$ cat src/hw/rtl/assert_macros.svh
// Assertion macros used by the top RTL file of the clock and baud divisor block.
`ifndef ASSERT_MACROS_SVH
`define ASSERT_MACROS_SVH
`ifndef SYNTH
`define ASSERT_ALWAYS(lbl, cond, msg) \
	lbl: assert property (@(posedge clk) disable iff (!arst_n) (cond)) else $error(msg);
`define ASSERT_NEXT(lbl, ante, cons, msg) \
	lbl: assert property (@(posedge clk) disable iff (!arst_n) (ante) |=> (cons)) else $error(msg);
`else
`define ASSERT_ALWAYS(lbl, cond, msg)
`define ASSERT_NEXT(lbl, ante, cons, msg)
`endif
`endif

$ cat src/hw/rtl/cbd_pkg.sv
// Types, constants and tables of the clock tree and baud divisor calculator.
package cbd_pkg;

	localparam int DivStages = 32;
	localparam int DvsW = 26;

	localparam logic [1:0] SW_HSE = 2'd1;
	localparam logic [1:0] SW_PLL = 2'd2;

	localparam logic [25:0] HSE_RESET = 26'd25000000;
	localparam logic [25:0] HSI_RESET = 26'd16000000;
	localparam logic [23:0] BAUD_RESET = 24'd9600;

	localparam logic [3:0] SHIFT_TBL [16] = '{4'd0, 4'd0, 4'd0, 4'd0, 4'd1, 4'd2, 4'd3, 4'd4,
		4'd1, 4'd2, 4'd3, 4'd4, 4'd6, 4'd7, 4'd8, 4'd9};

	// Reciprocal of 100 for a 32-bit dividend, used with a shift of 37.
	localparam logic [31:0] RECIP100 = 32'h51EB851F;
	// Reciprocal of 100 for an 11-bit dividend, used with a shift of 19.
	localparam logic [12:0] RECIP100_SMALL = 13'd5243;
	localparam logic [10:0] ROUND_MARGIN = 11'd50;

	typedef enum logic [1:0] {
		REG_HSE  = 2'd0,
		REG_HSI  = 2'd1,
		REG_BAUD = 2'd2
	} reg_idx_t;

	typedef struct packed {
		logic [1:0] clock_switch;
		logic       pll_from_hse;
		logic [5:0] pll_m;
		logic [8:0] pll_n;
		logic [1:0] pll_p_code;
		logic [3:0] ahb_presc_code;
		logic [2:0] apb1_presc_code;
		logic [2:0] apb2_presc_code;
		logic       oversample8;
	} item_t;

	typedef struct packed {
		logic [31:0] sysclk_hz;
		logic [31:0] hclk_hz;
		logic [31:0] pclk1_hz;
		logic [31:0] pclk2_hz;
		logic [15:0] baud_divisor;
		logic        config_error;
	} result_t;

	typedef struct packed {
		logic [25:0] hse_hz;
		logic [25:0] hsi_hz;
		logic [23:0] baud_rate;
	} cfg_t;

	typedef struct packed {
		item_t       item;
		logic        err;
		logic [31:0] sysclk;
		logic [31:0] hclk;
		logic [31:0] pclk1;
		logic [31:0] pclk2;
	} pipe_t;

endpackage

$ cat src/hw/rtl/cbd_div.sv
// Pipelined restoring divider, one quotient bit per stage.
module cbd_div (
	input  logic        clk,
	input  logic        adv,
	input  logic [31:0] dividend,
	input  logic [25:0] divisor,
	output logic [31:0] quotient
);
	import cbd_pkg::*;

	logic [31:0]     quo_s [DivStages];
	logic [DvsW-1:0] rem_s [DivStages];
	logic [DvsW-1:0] dvs_s [DivStages];

	for (genvar k = 0; k < DivStages; k++) begin : g_stage
		logic [31:0]     q_in;
		logic [DvsW-1:0] r_in;
		logic [DvsW-1:0] d_in;
		logic [DvsW:0]   trial;
		logic [DvsW:0]   diff;
		logic [31:0]     q_nx;
		logic [DvsW-1:0] r_nx;

		if (k == 0) begin : g_first
			assign q_in = dividend;
			assign r_in = '0;
			assign d_in = divisor;
		end else begin : g_next
			assign q_in = quo_s[k-1];
			assign r_in = rem_s[k-1];
			assign d_in = dvs_s[k-1];
		end

		always_comb begin
			trial = {r_in, q_in[31]};
			diff = trial - {1'b0, d_in};
			if (trial >= {1'b0, d_in}) begin
				r_nx = diff[DvsW-1:0];
				q_nx = {q_in[30:0], 1'b1};
			end else begin
				r_nx = trial[DvsW-1:0];
				q_nx = {q_in[30:0], 1'b0};
			end
		end

		always_ff @(posedge clk) begin
			if (adv) begin
				quo_s[k] <= q_nx;
				rem_s[k] <= r_nx;
				dvs_s[k] <= d_in;
			end
		end
	end

	assign quotient = quo_s[DivStages-1];

endmodule

$ cat config.mk
export PLATFORM = sky130hd
export DESIGN_NAME = cbd_div
export DESIGN_NICKNAME = d
export VERILOG_FILES = /design/src/hw/rtl/assert_macros.svh /design/src/hw/rtl/cbd_pkg.sv /design/src/hw/rtl/cbd_div.sv
export SDC_FILE = /design/constraint.sdc
export NUM_CORES = 2
export LEC_CHECK = 0
export BUFFER_PORTS_ARGS = -buffer_cell sky130_fd_sc_hd__buf_2
export CORE_ASPECT_RATIO = 1.5
export CORE_MARGIN = 8
export CORE_UTILIZATION = 55
export CTS_CLUSTER_SIZE = 20
export DETAILED_ROUTE_END_ITERATION = 12
export GPL_ROUTABILITY_DRIVEN = 0
export PLACE_DENSITY = 0.83
export SLEW_MARGIN = 5
export SYNTH_ARGS = -nofsm -noshare
export SYNTH_HDL_FRONTEND = slang
export SYNTH_SLANG_ARGS = --single-unit
$ cat constraint.sdc
create_clock -name clk -period 3.7 [get_ports clk]
set_clock_uncertainty 0.15 [all_clocks]
set_input_delay 0.74 -clock clk [delete_from_list [all_inputs] [get_ports clk]]
set_output_delay 0.74 -clock clk [all_outputs]
set_load 0.05 [all_outputs]
; ---- Word-level counts from Yosys, hierarchy flattened
; Memory sizes are Yosys's and may differ from the RTL's.
; Cells that the tools add are included.
[totals]
mem_count = 3
wordCells = 133
regBits = 0
out_inout_bits = 32
mem_bits_rw = 2688
[mem_list]
columns = memory, words, word_bits, rd, rd_clocked_by_memory_dff, wr, line
row1 = quo_s, 32, 32, 32, 0, 32, cbd_div.sv:11  ; logic [31:0] quo_s [DivStages];
row2 = dvs_s, 32, 26, 31, 0, 32, cbd_div.sv:13  ; logic [DvsW-1:0] dvs_s [DivStages];
row3 = rem_s, 32, 26, 31, 0, 32, cbd_div.sv:12  ; logic [DvsW-1:0] rem_s [DivStages];
[classes]
order_cmp = 32
muxes = 66
n_addsub = 32
[ops]
columns = cell, n
row1 = $ge 27x26->1, 31
row2 = $mux 26, 32
row3 = $sub 26x26->26, 31
row4 = $mux 1, 34
row5 = $ge 1x26->1, 1
row6 = $sub 1x26->26, 1

; ---- Logic depth before layout (Yosys ltp)
; An unclocked memory read counts as a cell.
[logic_depth]
depth_word = 3
mapped_depth = 15
mapped_depth_nobuf = 14

; ---- Worst setup path after synthesis
; OpenSTA, ideal clock, no wires.
[synth_path]
path_kind = register to register
from = memory rem_s[15][11] (netlist: rem_s[0][401])
to = memory rem_s[16][10] (netlist: rem_s[1][10]) (data pin)
t_arrival_ns = 3.178
slack_ns = 0.112
path_buffers = 1
stages_incl_launch_ff = 13
cell_sequence = edfxtp_1 > ha_1 > a21o_1 > a21o_1 > a2111oi_2 > o32ai_1 > o21ba_4 > o21ai_2 > and3_4 > a211o_1 > a31oi_4 > buf_12 > mux2_4
[synth_rtl]
columns = element, line
row1 = start: declaration, cbd_div.sv:12

==> impl_results.md <==
* Number of antenna violations at the first check in global routing at 4
* Post-route standard cell area excluding fillers at 149000 um2
* Time the final worst path needs with I/O delays and setup at 3820 ps
* Number of setup violations in the final report at 26
* Pwr dens at 875 nW/um2
* Final worst-path setup slack at -121 ps
* M1 GR Usage at 21.8%
* Ratio of cells with drive above 1 in the final layout at 16.5%
* Critical-path maximum fanout at 2
* Area growth from synthesis to layout at 15.4%
* Buffers and inverters on the worst path at 4
* Placed instance area at 138000 um2
* Remaining routing DRC violations at 0
* Result of the run: complete, but fails checks
* Worst setup path category: flip-flop to flip-flop
* Slew at the pin closest to its max-slew limit at 1070 ps
* Iteration-0 DRC Markers at 7516
* Launching element type of the critical path: flip-flop
* Required time at the worst-slack endpoint at 4200 ps
* Clock tree from TritonCTS: built
* CTS clk-pin slew, worst paths at 60 ps
* Fraction of post-synthesis cell area in the top cell type by area at 61.2%
* Net count, final at 11800
* Die area at 251000 um2
* # clock sinks at 2636
* Root Buffer Master: sky130_fd_sc_hd__clkbuf_16
* Number of placement rows at 218
* Most Crowded Layer GR: met2
* Slew headroom at 28.0%
* Cell type with the highest aggregate area in the netlist: sky130_fd_sc_hd__edfxtp_1
* Number of buffers created by CTS at 247
* Vias in the first global route at 88400
* Worst vdd ir at 0.555 mV
* Count of mapped cells out of synthesis at 10000
* Count of boundary I/O pins at 92
* Average routed wire per standard cell at 21.5 um
* Die height at 610 um
* Count of cell types in the netlist at 101
* First-pass GRT wire length at 464000 um
* Timing-limited maximum frequency at 0.262 GHz
* Count of vias placed by the detailed router at 85300
* Standard cell with the maximum stage delay on the critical path: sky130_fd_sc_hd__edfxtp_1
* Number of nets in the synthesized netlist at 10900
* Failing checks: setup timing
* Met3 Usage GRT at 3.46%
* Minimum setup slack among reg-to-reg paths at -120 ps
* Yosys warning total at 0
* Data arrival time of the critical path at 4320 ps
* Via density per instance at 6.03
* IO Port Bufs at 91
* Detailed-placement wirelength estimate at 210000 um
* Pre-antenna DRT Iters at 6
* Ys flop type: sky130_fd_sc_hd__edfxtp_1
* Residual antenna-violating net count after detailed routing at 0
* Kind of capture point of the worst setup path: flip-flop
* Gate family responsible for the most delay along the worst path: compound AO/OA/AOI/OAI gates
* Top post-synthesis cells by area: sky130_fd_sc_hd__edfxtp_1 (61%), sky130_fd_sc_hd__ha_1 (7.8%), sky130_fd_sc_hd__mux2_2 (3.3%)
* Commonest non-fill, non-tap cell in the layout: sky130_fd_sc_hd__edfxtp_1
* Clk Latency, worst-skew pair at 910 ps
* Pins over their slew limit at 0
* Post-Synthesis Cell Area at 129000 um2
* Die Span X at 412 um
* Floorplan core area at 234000 um2
* Met2 track utilization from global routing at 43.8%
* Hold Vio Cnt, Final at 0
* Commonest non-fill, non-tap cells in the layout: sky130_fd_sc_hd__edfxtp_1 (2636), sky130_fd_sc_hd__inv_1 (1003), sky130_fd_sc_hd__ha_1 (781)
* Seq/Total Area, Yosys at 61.2%
* Global routing usage summed across all routing layers at 23.0%
* Starting utilization of the core area at 55.2%
* Mean area per synthesized cell at 12.9 um2
* Post-route setup TNS at -1330 ps
* Number of violations of the max-capacitance limit at 0
* Critical Path, Cell by Cell: inv_1 -> ha_2 -> inv_2 -> fa_2 -> a211oi_2 -> o21bai_2 -> o311ai_4 -> buf_6 -> a2111oi_4 -> or3_4 -> a22o_1 -> o41ai_2 -> buf_4 -> nor3_2 -> o311ai_1 -> o21ai_1
* CP max stage delay at 400 ps
* CTS HTree Levels at 4
* Wire length after detailed routing at 304000 um
* Type of the most critical hold path: primary input to flip-flop
* Remaining Overflow, GRT at 0
* Setup repair after global routing missed its margin: yes
* Number of instances in the placed design at 13500
* Number of buffers between clock root and the deepest sink at 4
* Final Total Pwr at 131 mW
* Part of the cycle the worst path needs at 103%
* EDFF count, synth at 2636
* Maximum number of pins on one net before global-route repair at 108
* Leakage power at 60.0 nW
* Minimum setup slack after placement at -489 ps
* Finished Layout Cells at 14100
* Post-synthesis register bit count at 2636
* Post-synth ARST share at 0%
## worst register-to-register path, stage by stage, from the launching register on
cell and delay [ps]:
sky130_fd_sc_hd__edfxtp_1 400, sky130_fd_sc_hd__inv_1 90, sky130_fd_sc_hd__ha_2 190, sky130_fd_sc_hd__inv_2 40, sky130_fd_sc_hd__fa_2 350, sky130_fd_sc_hd__a211oi_2 280
sky130_fd_sc_hd__o21bai_2 150, sky130_fd_sc_hd__o311ai_4 310, sky130_fd_sc_hd__buf_6 160, sky130_fd_sc_hd__a2111oi_4 60, sky130_fd_sc_hd__or3_4 360, sky130_fd_sc_hd__a22o_1 220
sky130_fd_sc_hd__o41ai_2 230, sky130_fd_sc_hd__buf_4 180, sky130_fd_sc_hd__nor3_2 40, sky130_fd_sc_hd__o311ai_1 270, sky130_fd_sc_hd__o21ai_1 110
## timing repair
item / 4_1_cts / 5_1_grt
hold buffers: 58 / 0
gates cloned: 12 / 10
resized for setup: 118 / 255
setup endpoints to repair: 335 / 576
pin swaps: 59 / 138
hold endpoints to repair: 58 / 0
buffers inserted: 35 / 85
## registers in the layout, indices dropped and copies added (netlist names)
signal / flops
quo_s: 1024
dvs_s: 806
rem_s: 806
## path summary, 6_finish.rpt
kind | depth (start not counted) | from | endpoint
hold / removal | 1 | adv | quo_s[0][2]
setup / recovery | 16 | quo_s[0][415] | rem_s[0][360]
hold reg to reg | 0 | quo_s[0][215] | quo_s[0][248]
setup reg to reg | 16 | quo_s[0][415] | rem_s[0][360]
## routing by layer
metal  wire [um]  part of all wire, %  up-vias
met5          11               0.0036        -
met4       29400                  9.7        2
met3       15400                  5.1     1642
met2      162000                   53     3761
met1       96800                   32    41000
li1            -                    -    38800
## power by group
part	leakage (nW)	switching, mW	internal [mW]
Sequential	25.8	4.04	42.2
Clock	3.85	11.0	14.2
Combinational	30.4	31.9	27.2
Total	60.0	47.0	83.5
## area by class of cell
class | count | area (um2)
flip-flops and latches | 2636 | 79200
fillers | 16000 | 85200
diodes | 2 | 5.00
repair buffers | 800 | 7150
well taps | 3080 | 3850
inverters | 1015 | 3810
clock buffers | 280 | 6300
multi-input cells | 6177 | 47200
clock inverters | 159 | 1610
## metrics by stage
| stage | utilization (%) | hold WS, ps |
|---|---|---|
| 5_1_grt | 63.6 | 128 |
| 2_1_floorplan | - | 250 |
| 3_5_place_dp | 58.7 | 255 |
| 4_1_cts | 62.8 | 100 |
| 6_report | 63.6 | 161 |
| 3_3_place_gp | 58.7 | 250 |
## synth_stat cells (39+ instances only)
cell                       count
sky130_fd_sc_hd__ha_1        808
sky130_fd_sc_hd__nor3_1      107
sky130_fd_sc_hd__nand2_1     581
sky130_fd_sc_hd__a21oi_1     716
sky130_fd_sc_hd__edfxtp_1   2636
sky130_fd_sc_hd__inv_1      1013
sky130_fd_sc_hd__a31oi_1      68
sky130_fd_sc_hd__a211oi_1     71
sky130_fd_sc_hd__o21bai_1     87
sky130_fd_sc_hd__and2_1       39
sky130_fd_sc_hd__nor4_1       44
sky130_fd_sc_hd__nand3_1     138
sky130_fd_sc_hd__mux2_2      384
sky130_fd_sc_hd__or3_1        39
sky130_fd_sc_hd__o21a_1      100
sky130_fd_sc_hd__nor2b_1     103
sky130_fd_sc_hd__o21ai_0     530
sky130_fd_sc_hd__nand2b_1    100
sky130_fd_sc_hd__and3_1       84
sky130_fd_sc_hd__xnor2_1     388
sky130_fd_sc_hd__xor2_1      251
sky130_fd_sc_hd__clkbuf_1    124
sky130_fd_sc_hd__o31ai_1      45
sky130_fd_sc_hd__nand4_1     104
sky130_fd_sc_hd__a21o_1      397
sky130_fd_sc_hd__a21boi_0     41
sky130_fd_sc_hd__nor2_1      451
## cell families after synthesis
kind of cell | synth area share, %
flip-flops | 61.2
AO/OA/AOI/OAI | 11.7
adder cells (fa/ha/maj) | 8.29
multiplexers | 3.80
AND/OR/NAND/NOR | 7.08
buffers and inverters | 3.57
XOR/XNOR | 4.33
Power figures use the tool's default switching activity.
