## config.mk

```make
export PLATFORM = sky130hd
export DESIGN_NAME = cbd_regs
export DESIGN_NICKNAME = d
export VERILOG_FILES = /design/src/hw/rtl/assert_macros.svh /design/src/hw/rtl/cbd_pkg.sv /design/src/hw/rtl/cbd_regs.sv
export SDC_FILE = /design/constraint.sdc
export NUM_CORES = 1
export LEC_CHECK = 0
export ABC_AREA = 1
export BUFFER_PORTS_ARGS = -buffer_cell sky130_fd_sc_hd__buf_2
export CAP_MARGIN = 0
export CORE_MARGIN = 3
export CORE_UTILIZATION = 48
export CTS_CLUSTER_DIAMETER = 40
export CTS_CLUSTER_SIZE = 30
export DETAILED_ROUTE_END_ITERATION = 12
export HOLD_SLACK_MARGIN = 0.03
export PLACE_DENSITY = 0.84
export SYNTH_ARGS = -nofsm -noshare
export SYNTH_HDL_FRONTEND = slang
export SYNTH_SLANG_ARGS = --single-unit
```

## constraint.sdc

```tcl
create_clock -name clk -period 1.2 [get_ports clk]
set_clock_uncertainty 0.2 [all_clocks]
set_input_delay 0.06 -clock clk [delete_from_list [all_inputs] [get_ports clk]]
set_output_delay 0.06 -clock clk [all_outputs]
set_load 0.1 [all_outputs]
```

## src/hw/rtl/assert_macros.svh

```systemverilog
// Assertion macros used by the top RTL file of the clock and baud divisor block.
`ifndef ASSERT_MACROS_SVH
`define ASSERT_MACROS_SVH
`ifndef SYNTH
`define ASSERT_ALWAYS(lbl, cond, msg) \
	lbl: assert property (@(posedge clk) disable iff (!arst_n) (cond)) else $error(msg);
`define ASSERT_NEXT(lbl, ante, cons, msg) \
	lbl: assert property (@(posedge clk) disable iff (!arst_n) (ante) |=> (cons)) else $error(msg);
`else
`define ASSERT_ALWAYS(lbl, cond, msg)
`define ASSERT_NEXT(lbl, ante, cons, msg)
`endif
`endif

```

## src/hw/rtl/cbd_pkg.sv

```systemverilog
// Types, constants and tables of the clock tree and baud divisor calculator.
package cbd_pkg;

	localparam int DivStages = 32;
	localparam int DvsW = 26;

	localparam logic [1:0] SW_HSE = 2'd1;
	localparam logic [1:0] SW_PLL = 2'd2;

	localparam logic [25:0] HSE_RESET = 26'd25000000;
	localparam logic [25:0] HSI_RESET = 26'd16000000;
	localparam logic [23:0] BAUD_RESET = 24'd9600;

	localparam logic [3:0] SHIFT_TBL [16] = '{4'd0, 4'd0, 4'd0, 4'd0, 4'd1, 4'd2, 4'd3, 4'd4,
		4'd1, 4'd2, 4'd3, 4'd4, 4'd6, 4'd7, 4'd8, 4'd9};

	// Reciprocal of 100 for a 32-bit dividend, used with a shift of 37.
	localparam logic [31:0] RECIP100 = 32'h51EB851F;
	// Reciprocal of 100 for an 11-bit dividend, used with a shift of 19.
	localparam logic [12:0] RECIP100_SMALL = 13'd5243;
	localparam logic [10:0] ROUND_MARGIN = 11'd50;

	typedef enum logic [1:0] {
		REG_HSE  = 2'd0,
		REG_HSI  = 2'd1,
		REG_BAUD = 2'd2
	} reg_idx_t;

	typedef struct packed {
		logic [1:0] clock_switch;
		logic       pll_from_hse;
		logic [5:0] pll_m;
		logic [8:0] pll_n;
		logic [1:0] pll_p_code;
		logic [3:0] ahb_presc_code;
		logic [2:0] apb1_presc_code;
		logic [2:0] apb2_presc_code;
		logic       oversample8;
	} item_t;

	typedef struct packed {
		logic [31:0] sysclk_hz;
		logic [31:0] hclk_hz;
		logic [31:0] pclk1_hz;
		logic [31:0] pclk2_hz;
		logic [15:0] baud_divisor;
		logic        config_error;
	} result_t;

	typedef struct packed {
		logic [25:0] hse_hz;
		logic [25:0] hsi_hz;
		logic [23:0] baud_rate;
	} cfg_t;

	typedef struct packed {
		item_t       item;
		logic        err;
		logic [31:0] sysclk;
		logic [31:0] hclk;
		logic [31:0] pclk1;
		logic [31:0] pclk2;
	} pipe_t;

endpackage

```

## src/hw/rtl/cbd_regs.sv

```systemverilog
// Configuration registers behind the APB-style port.
module cbd_regs (
	input  logic                clk,
	input  logic                arst_n,
	input  logic                psel,
	input  logic                penable,
	input  logic                pwrite,
	input  logic [3:0]          paddr,
	input  logic [31:0]         pwdata,
	output logic [31:0]         prdata,
	output logic                pready,
	output cbd_pkg::cfg_t       cfg
);
	import cbd_pkg::*;

	cfg_t cfg_q;
	logic wr_en;

	assign pready = 1'b1;
	assign wr_en = psel & penable & pwrite;
	assign cfg = cfg_q;

	always_ff @(posedge clk or negedge arst_n) begin
		if (!arst_n) begin
			cfg_q.hse_hz <= HSE_RESET;
			cfg_q.hsi_hz <= HSI_RESET;
			cfg_q.baud_rate <= BAUD_RESET;
		end else if (wr_en) begin
			unique case (reg_idx_t'(paddr[3:2]))
				REG_HSE: begin
					cfg_q.hse_hz <= pwdata[25:0];
				end
				REG_HSI: begin
					cfg_q.hsi_hz <= pwdata[25:0];
				end
				REG_BAUD: begin
					cfg_q.baud_rate <= pwdata[23:0];
				end
				default: begin
				end
			endcase
		end
	end

	always_comb begin
		unique case (reg_idx_t'(paddr[3:2]))
			REG_HSE:  prdata = {6'd0, cfg_q.hse_hz};
			REG_HSI:  prdata = {6'd0, cfg_q.hsi_hz};
			REG_BAUD: prdata = {8'd0, cfg_q.baud_rate};
			default:  prdata = '0;
		endcase
	end

endmodule

```

==> results of run 1 <==
[metrics by stage]
step            util  std cells
3_5_place_dp   0.958        699
3_3_place_gp   0.958        699
2_1_floorplan      -        456
[logic make-up after synthesis]
logic type,share of synthesized area
other,0.00203
and+or+nand+nor,0.407
buffers and inverters,0.0684
DFF,0.523
==> run summary, run 1 <==
OUTCOME
------------------------------------------------------------------------------------
Outcome                                                                 aborted with a tool error
Stage where the run ended                                                    4_1_cts
Run-stopping error                                                      [ERROR DPL-0038] Utilization greater than 100%, impossible to legalize

PLACEMENT
------------------------------------------------------------------------------------
Final HPWL DP                                                                13.4 mm
Weighted congestion at the end of routability-driven global placement          0.803
Port buffer count                                                                134
Placement Cell Area                                                       7060 sq um
Worst setup slack after placement                                          -0.222 ns

CLOCK TREE
------------------------------------------------------------------------------------
Count of H-tree levels built during CTS                                            3
Number of hold-repair buffers added at the cts stage                              27
Maximum clock insertion buffer count                                               2
Number of gates resized after cts                                                 79
Sink Count                                                                        76
Inserted Clock Buffers                                                             9
Cell at the root of the clock tree                                          clkbuf_8
Post-CTS Setup Repair Bufs                                                        71

YOSYS
------------------------------------------------------------------------------------
Portion of the post-synthesis area used by sequential elements                 0.523
Synthesized area divided by synthesized cell count                        8.19 sq um
Top cell type's share of synthesized area                                      0.359
Dominant cells by area after synthesis                                  dfrtp_1 (36%), nand2_1 (28%), dfstp_2 (16%)
Share of async-settable or async-resettable flops after synthesis               1.00
Cell Area, Synth                                                          3690 sq um
#FFs+latches synth                                                                76
Cell with the most instances after synthesis                                 nand2_1
Gate count of the mapped netlist                                                 451
Synth top cells by count                                                nand2_1 (278), dfrtp_1 (53), nand2_2 (31)
Yosys synthesis warning count                                                      0
Synth unique cells                                                                19
Main flop type after synthesis                                               dfrtp_1
Library cell occupying the most area in the post-synthesis netlist           dfrtp_1
Number of flops mapped to enable cells by yosys                                    0

FLOORPLAN
------------------------------------------------------------------------------------
Floorplan die height                                                         93.7 um
Overall die width                                                            93.7 um
Number of placed I/O pins                                                        150
Core Rows                                                                         31
Starting density of the core                                                   0.501

==> run 2: changes to the inputs <==
--- a/config.mk
+++ b/config.mk
@@ -9,12 +9,9 @@
 export BUFFER_PORTS_ARGS = -buffer_cell sky130_fd_sc_hd__buf_2
 export CAP_MARGIN = 0
 export CORE_MARGIN = 3
-export CORE_UTILIZATION = 48
-export CTS_CLUSTER_DIAMETER = 40
-export CTS_CLUSTER_SIZE = 30
+export CORE_UTILIZATION = 35
 export DETAILED_ROUTE_END_ITERATION = 12
-export HOLD_SLACK_MARGIN = 0.03
-export PLACE_DENSITY = 0.84
+export PLACE_DENSITY_LB_ADDON = 0.15
 export SYNTH_ARGS = -nofsm -noshare
 export SYNTH_HDL_FRONTEND = slang
 export SYNTH_SLANG_ARGS = --single-unit
==> run 2 against run 1 <==
Against the previous run: the flow now finishes, with violations (negative setup slack); synthesized area stayed put; synthesized cell count stayed put.
==> run summary, run 2 <==
TIMING
------------------------------------------------------------------------------------
Final-report hold violation count                                                  0
Final Cycle Share                                                               1.33
Fmax                                                                         628 MHz
Fin crit period                                                              1.59 ns
Setup ws final                                                             -0.393 ns
Final Setup Violations                                                           107
Unrepaired setup endpoints after global routing                                  yes
Slew Viols, Final                                                                  0

YOSYS
------------------------------------------------------------------------------------
Number of flops mapped to enable cells by yosys                                    0   unchanged
Portion of the post-synthesis area used by sequential elements                 0.523   unchanged
Share of async-settable or async-resettable flops after synthesis               1.00   unchanged
Library cell occupying the most area in the post-synthesis netlist           dfrtp_1
Main flop type after synthesis                                               dfrtp_1
#FFs+latches synth                                                                76   unchanged
Synth top cells by count                                                nand2_1 (278), dfrtp_1 (53), nand2_2 (31)
Synthesized area divided by synthesized cell count                        8.19 sq um   unchanged
Cell Area, Synth                                                          3690 sq um   unchanged
Gate count of the mapped netlist                                                 451   unchanged
Top cell type's share of synthesized area                                      0.359   unchanged
Yosys synthesis warning count                                                      0   unchanged
Cell with the most instances after synthesis                                 nand2_1
Synth unique cells                                                                19   unchanged
Dominant cells by area after synthesis                                  dfrtp_1 (36%), nand2_1 (28%), dfstp_2 (16%)

FINAL LAYOUT
------------------------------------------------------------------------------------
P&R area growth vs syn                                                          134%
Final cell count without fillers                                                 853
Largest register FFs                                                              76
NumNets Final                                                                    756
Number of antenna cells inserted                                                   0
Fin area                                                                  8650 sq um
Commonest cells after routing, fill and taps aside                      nand2_1 (219), buf_12 (129), nand2_4 (51)
Most common library cell in the layout ignoring fill and taps                nand2_1
Fraction of layout cells with a size suffix above 1                            0.642

GRT
------------------------------------------------------------------------------------
Grt total ovfl                                                                     0
Maximum number of pins on one net before global-route repair                      77
Total routing usage reported by global routing                                 0.261
Number of global-route vias before repair                                       4521
Number of antenna violations at the first check in global routing                  0
First-pass GRT wire length                                                   23.5 mm

DETAILED ROUTING
------------------------------------------------------------------------------------
Total Wirelength                                                             15.0 mm
Count of nets left with antenna violations after detail routing                    0
Average detailed-routed wire length per instance                             17.5 um
Vias                                                                            4065
Number of remaining DRC errors                                                     0
Count of TritonRoute iterations in the first routing pass                          4
DR iter-0 viols                                                                  178
Vias per cell                                                                   4.77

CLOCK TREE
------------------------------------------------------------------------------------
Worst skew pair latency                                                      0.36 ns
CTS tree                                                                         yes
Inserted Clock Buffers                                                             9   unchanged
Sink Count                                                                        76   unchanged
Maximum clock insertion buffer count                                               2   unchanged
Cell at the root of the clock tree                                          clkbuf_8
Count of H-tree levels built during CTS                                            3   unchanged
Clock Pin Slew Worst Setup and Hold Paths                                    0.08 ns

WORST SETUP PATH
------------------------------------------------------------------------------------
First element of the critical path                                           cfg[72]
Startpoint-to-endpoint class of the critical path                       flip-flop to primary output
Ordered cell list for the critical path                                 nand2_4 > nand3_4 > buf_12
Highest net fanout along the worst path                                            2
Minimum setup slack among reg-to-reg paths                                  -0.06 ns
Required time of the critical path                                           0.94 ns
Worst EP arrival                                                             1.33 ns
Worst path slowest cell                                                      dfstp_4
Nature of the critical path startpoint                                     flip-flop
Reg2reg start                                                                cfg[40]
Stage delay of the slowest cell on the critical path                         0.65 ns
Worst Setup End Kind                                                    primary output

PLACEMENT
------------------------------------------------------------------------------------
Port buffer count                                                                134   unchanged
Final HPWL DP                                                                8.94 mm   -33%
Number of placed instances, taps included                                        742   +6.2%
Placement Cell Area                                                       7200 sq um   +2.1%
Weighted congestion at the end of routability-driven global placement          0.816   +1.6%

FLOORPLAN
------------------------------------------------------------------------------------
Overall die width                                                             109 um   +16%
Starting density of the core                                                   0.369   -0.132
Floorplan die height                                                          109 um   +16%
Core footprint                                                           10000 sq um
Core Rows                                                                         36   +16%
Number of placed I/O pins                                                        150   unchanged
Floorplan die area                                                       11800 sq um

OUTCOME
------------------------------------------------------------------------------------
Failing checks                                                          negative setup slack
Outcome                                                                 finished, violations left

POWER AND IR DROP
------------------------------------------------------------------------------------
Reported leakage power                                                       4.40 nW
Total power per unit cell area                                          2000 nW/um^2
Peak supply drop                                                             1150 uV

FLOW RUN
------------------------------------------------------------------------------------
Max cap viols                                                                      0

WORST HOLD PATH
------------------------------------------------------------------------------------
Path category of the worst min-delay check                              input pin to asynchronous set/reset pin

-- run 2: cell counts after synthesis --
No cell type changed its count.
-- run 2: cell families after synthesis --
kind of cell	Yosys count	synth area share
simple gates	343	0.407
flops	76	0.523
buf+inv	30	0.0684
other cells	2	0.00203
-- run 2: area by class of cell --
| class | instances | area (sq um) |
|---|---|---|
| timing repair buffer | 273 | 3840 |
| multi-input combinational | 350 | 2250 |
| inverter | 5 | 26.3 |
| tap | 133 | 166 |
| fill | 484 | 1350 |
| clock buffer | 14 | 153 |
| clock inverter | 2 | 10.0 |
| sequential | 76 | 2200 |
-- run 2: power by group --
group | switching [W] | internal [W] | total [W]
combinational | 0.00682 | 0.00442 | 0.0112
clock | 0.000933 | 0.000806 | 0.00174
sequential | 0.000786 | 0.00353 | 0.00432
total | 0.00854 | 0.00875 | 0.0173
-- run 2: worst paths after layout --
kind                                    to  depth (start not counted)
worst min register to register     cfg[73]                          2
max in group asynchronous          cfg[33]                          3
min in group clk                   cfg[61]                          6
worst max-delay path            prdata[22]                          3
worst min-delay path                cfg[2]                          3
worst max register to register     cfg[40]                          5
-- run 2: critical path, delay by kind of cell (launching register included) --
family                 cells  cell delay [ns]
buffers and inverters      1             0.18
flip-flops                 1             0.65
AND/OR/NAND/NOR            2             0.15
-- run 2: layer usage --
metal	vias to the layer above	track usage	part of all wire
met5	-	0	0
met2	150	0.465	0.55
met4	0	0.0857	0.0086
met1	2028	0.307	0.37
met3	11	0.0675	0.074
li1	1876	-	-
-- run 2: per-stage QoR --
step	util	power [W]	hold WS (ns)	setup TNS (ns)	setup WS, ns
finish	0.865	0.0173	0.0428	-24.62	-0.393
global route	0.865	0.0178	0.0989	-27.94	-0.426
CTS	0.845	0.0170	0.0672	-25.91	-0.393
detailed placement	0.720	0.0141	-0.0832	-4.09	-0.105
global placement	0.720	0.0140	-0.0869	-1.47	-0.0612
floorplan	-	0.0102	-0.436	-3.45	-0.193
-- run 2: repair_timing --
item,in CTS,in global routing
pin swaps,19,28
gates resized for setup,47,34
setup endpoints to repair,102,110
endpoints found under the hold margin,152,0
hold buffers,27,0
setup buffers,61,10
Power figures use the tool's default switching activity.
==> run 3: changes to the inputs <==
--- a/config.mk
+++ b/config.mk
@@ -15,3 +15,4 @@
 export SYNTH_ARGS = -nofsm -noshare
 export SYNTH_HDL_FRONTEND = slang
 export SYNTH_SLANG_ARGS = --single-unit
+export TNS_END_PERCENT = 1
==> run 3 against run 2 <==
Against the previous run: the run still ends with negative setup slack left; first-iteration DRC count shrank 29%; power is 5.9% lower; sequential power down 4%; critical endpoint is now prdata[13]; largest power group unchanged; die area did not move; routed wire length down 14%; critical path depth did not move; final area decreased by 12%; register-to-register slack improved by 0.12 ns; combinational power decreased by 11%; sequential share of layout area rose by 2.3 points; largest cell class unchanged.
==> run summary, run 3 (synthesized netlist as in run 2, its figures left out) <==
OUTCOME
------------------------------------------------------------------------------------
Outcome                                                                 finished, violations left
Failing checks                                                          negative setup slack

GRT
------------------------------------------------------------------------------------
Number of global-route vias before repair                                       4046   -11%
Grt total ovfl                                                                     0   unchanged
Number of antenna violations at the first check in global routing                  0   unchanged
Total routing usage reported by global routing                                 0.227   -0.0348
First-pass GRT wire length                                                   20.7 mm   -12%
Maximum number of pins on one net before global-route repair                      77   unchanged

FLOORPLAN
------------------------------------------------------------------------------------
Floorplan die height                                                          109 um   unchanged
Floorplan die area                                                       11800 sq um   unchanged
Number of placed I/O pins                                                        150   unchanged
Starting density of the core                                                   0.369   unchanged
Core Rows                                                                         36   unchanged
Overall die width                                                             109 um   unchanged
Core footprint                                                           10000 sq um   unchanged

WORST SETUP PATH
------------------------------------------------------------------------------------
Nature of the critical path startpoint                                     flip-flop
Startpoint-to-endpoint class of the critical path                       flip-flop to primary output
Worst path slowest cell                                                      dfstp_4
Ordered cell list for the critical path                                 nand2_4 > nand3_4 > buf_12
Top cell family by delay on the critical path                             flip-flops
Worst EP arrival                                                             1.32 ns   about the same
Highest net fanout along the worst path                                            2   unchanged
Stage delay of the slowest cell on the critical path                         0.65 ns   about the same
Cell count along the critical path                                                 3   unchanged
Number of buffer and inverter instances along the worst setup path                 1   unchanged
Required time of the critical path                                           0.94 ns   about the same
Worst Setup End Kind                                                    primary output
Number of cell instances on the worst register-to-register path                    3   -2

DETAILED ROUTING
------------------------------------------------------------------------------------
Average detailed-routed wire length per instance                             16.2 um   -7.5%
DR iter-0 viols                                                                  126   -29%
Count of TritonRoute iterations in the first routing pass                          4   unchanged
Total Wirelength                                                             12.8 mm   -14%
Count of nets left with antenna violations after detail routing                    0   unchanged
Number of remaining DRC errors                                                     0   unchanged
Vias per cell                                                                   4.73   -0.65%
Vias                                                                            3745   -7.9%

CLOCK TREE
------------------------------------------------------------------------------------
Sink Count                                                                        76   unchanged
CTS tree                                                                         yes
Inserted Clock Buffers                                                             9   unchanged
Count of H-tree levels built during CTS                                            3   unchanged
Cell at the root of the clock tree                                          clkbuf_8
Worst skew pair latency                                                      0.35 ns   about the same
Maximum clock insertion buffer count                                               2   unchanged
Clock Pin Slew Worst Setup and Hold Paths                                    0.09 ns   about the same

FINAL LAYOUT
------------------------------------------------------------------------------------
Number of antenna cells inserted                                                   0   unchanged
Final core area utilization                                                    0.764   -0.101
P&R area growth vs syn                                                          107%
Largest register FFs                                                              76   unchanged
Commonest cells after routing, fill and taps aside                      nand2_1 (240), buf_12 (113), nand2_2 (52)
Fraction of layout cells with a size suffix above 1                            0.581   -0.0611
NumNets Final                                                                    694   -8.2%
Most common library cell in the layout ignoring fill and taps                nand2_1

TIMING
------------------------------------------------------------------------------------
Final Setup Violations                                                           102   -4.7%
Sum of negative setup slack                                                -18.21 ns   +6.41 ns
Final Cycle Share                                                               1.31   -0.0123
Slew Viols, Final                                                                  0   unchanged
Final-report hold violation count                                                  0   unchanged
Setup ws final                                                             -0.378 ns   +0.0148 ns
Unrepaired setup endpoints after global routing                                  yes
Fmax                                                                         634 MHz   +0.94%
Fin crit period                                                              1.58 ns   -0.0148 ns

POWER AND IR DROP
------------------------------------------------------------------------------------
Total power per unit cell area                                          2130 nW/um^2   +6.5%
Peak supply drop                                                             1270 uV   +10%
Relative contribution of the clock network to total power                      0.128   +0.027
Fraction of power spent switching nets                                         0.502   +0.00805
Sw power                                                                   0.00817 W   -4.4%
Combinational group share of total power                                       0.617   -0.033
Proportion of power drawn by flip-flops and latches                            0.256   +0.006
Reported leakage power                                                       3.72 nW   -15%
Internal                                                                   0.00810 W   -7.4%

FLOW RUN
------------------------------------------------------------------------------------
Max cap viols                                                                      0   unchanged

PLACEMENT
------------------------------------------------------------------------------------
Final HPWL DP                                                                9.07 mm   +1.4%
Weighted congestion at the end of routability-driven global placement          0.798   -2.3%
Port buffer count                                                                134   unchanged

WORST HOLD PATH
------------------------------------------------------------------------------------
Path category of the worst min-delay check                              input pin to asynchronous set/reset pin

[run 3: cell type report]
class	count	area [sq um]
timing repair buffer	211	3100
fill	682	2360
sequential	76	2120
multi-input combinational	350	2020
tap	133	166
clock buffer	11	153
clock inverter	5	57.6
inverter	5	26.3
[run 3: timing repair]
item	4_1_cts	5_1_grt
setup buffers	4	0
cloned	0	0
setup endpoints to repair	102	102
hold buffers	27	0
pin swaps	6	4
hold endpoints to repair	152	0
resized for setup	41	4
[run 3: tightest hold or removal path: stages]
cell and delay [ns]:
dlygate4sd3_1 0.53, buf_4 0.12, buf_12 0.33
[run 3: stage by stage]
stage | power (W) | hold slack, ns | setup WS [ns] | cells | area, sq um
global route | 0.0168 | 0.0944 | -0.419 | 791 | 7640
finish | 0.0163 | 0.0680 | -0.378 | 791 | 7640
global placement | 0.0138 | -0.0877 | -0.0235 | 744 | 6960
CTS | 0.0163 | 0.0828 | -0.389 | 791 | 7630
detailed placement | 0.0139 | -0.0925 | -0.0585 | 744 | 6960
floorplan | 0.0100 | -0.436 | -0.193 | 456 | 4350
[run 3: path summary, 6_finish.rpt]
path	from	end	slack (ns)
hold reg to reg	cfg[15]	cfg[15]	0.33
max in group asynchronous	arst_n	cfg[39]	0.35
setup / recovery	cfg[63]	prdata[13]	-0.38
setup reg to reg	cfg[47]	cfg[47]	0.06
min in group clk	penable	cfg[46]	0.11
hold / removal	arst_n	cfg[28]	0.07
[run 3: power groups by stage]
stage	registers (W)	clock network, W	logic [W]
global route	0.00423	0.00222	0.0103
detailed placement	0.00415	0	0.00978
global placement	0.00412	0	0.00968
CTS	0.00414	0.00211	0.0101
floorplan	0.00787	0	0.00213
finish	0.00416	0.00207	0.0100
[run 3: metal layers]
layer	GRT usage	part of all wire
met5	0	0
met4	0.0613	0.013
met3	0.0722	0.078
met2	0.391	0.52
met1	0.274	0.39
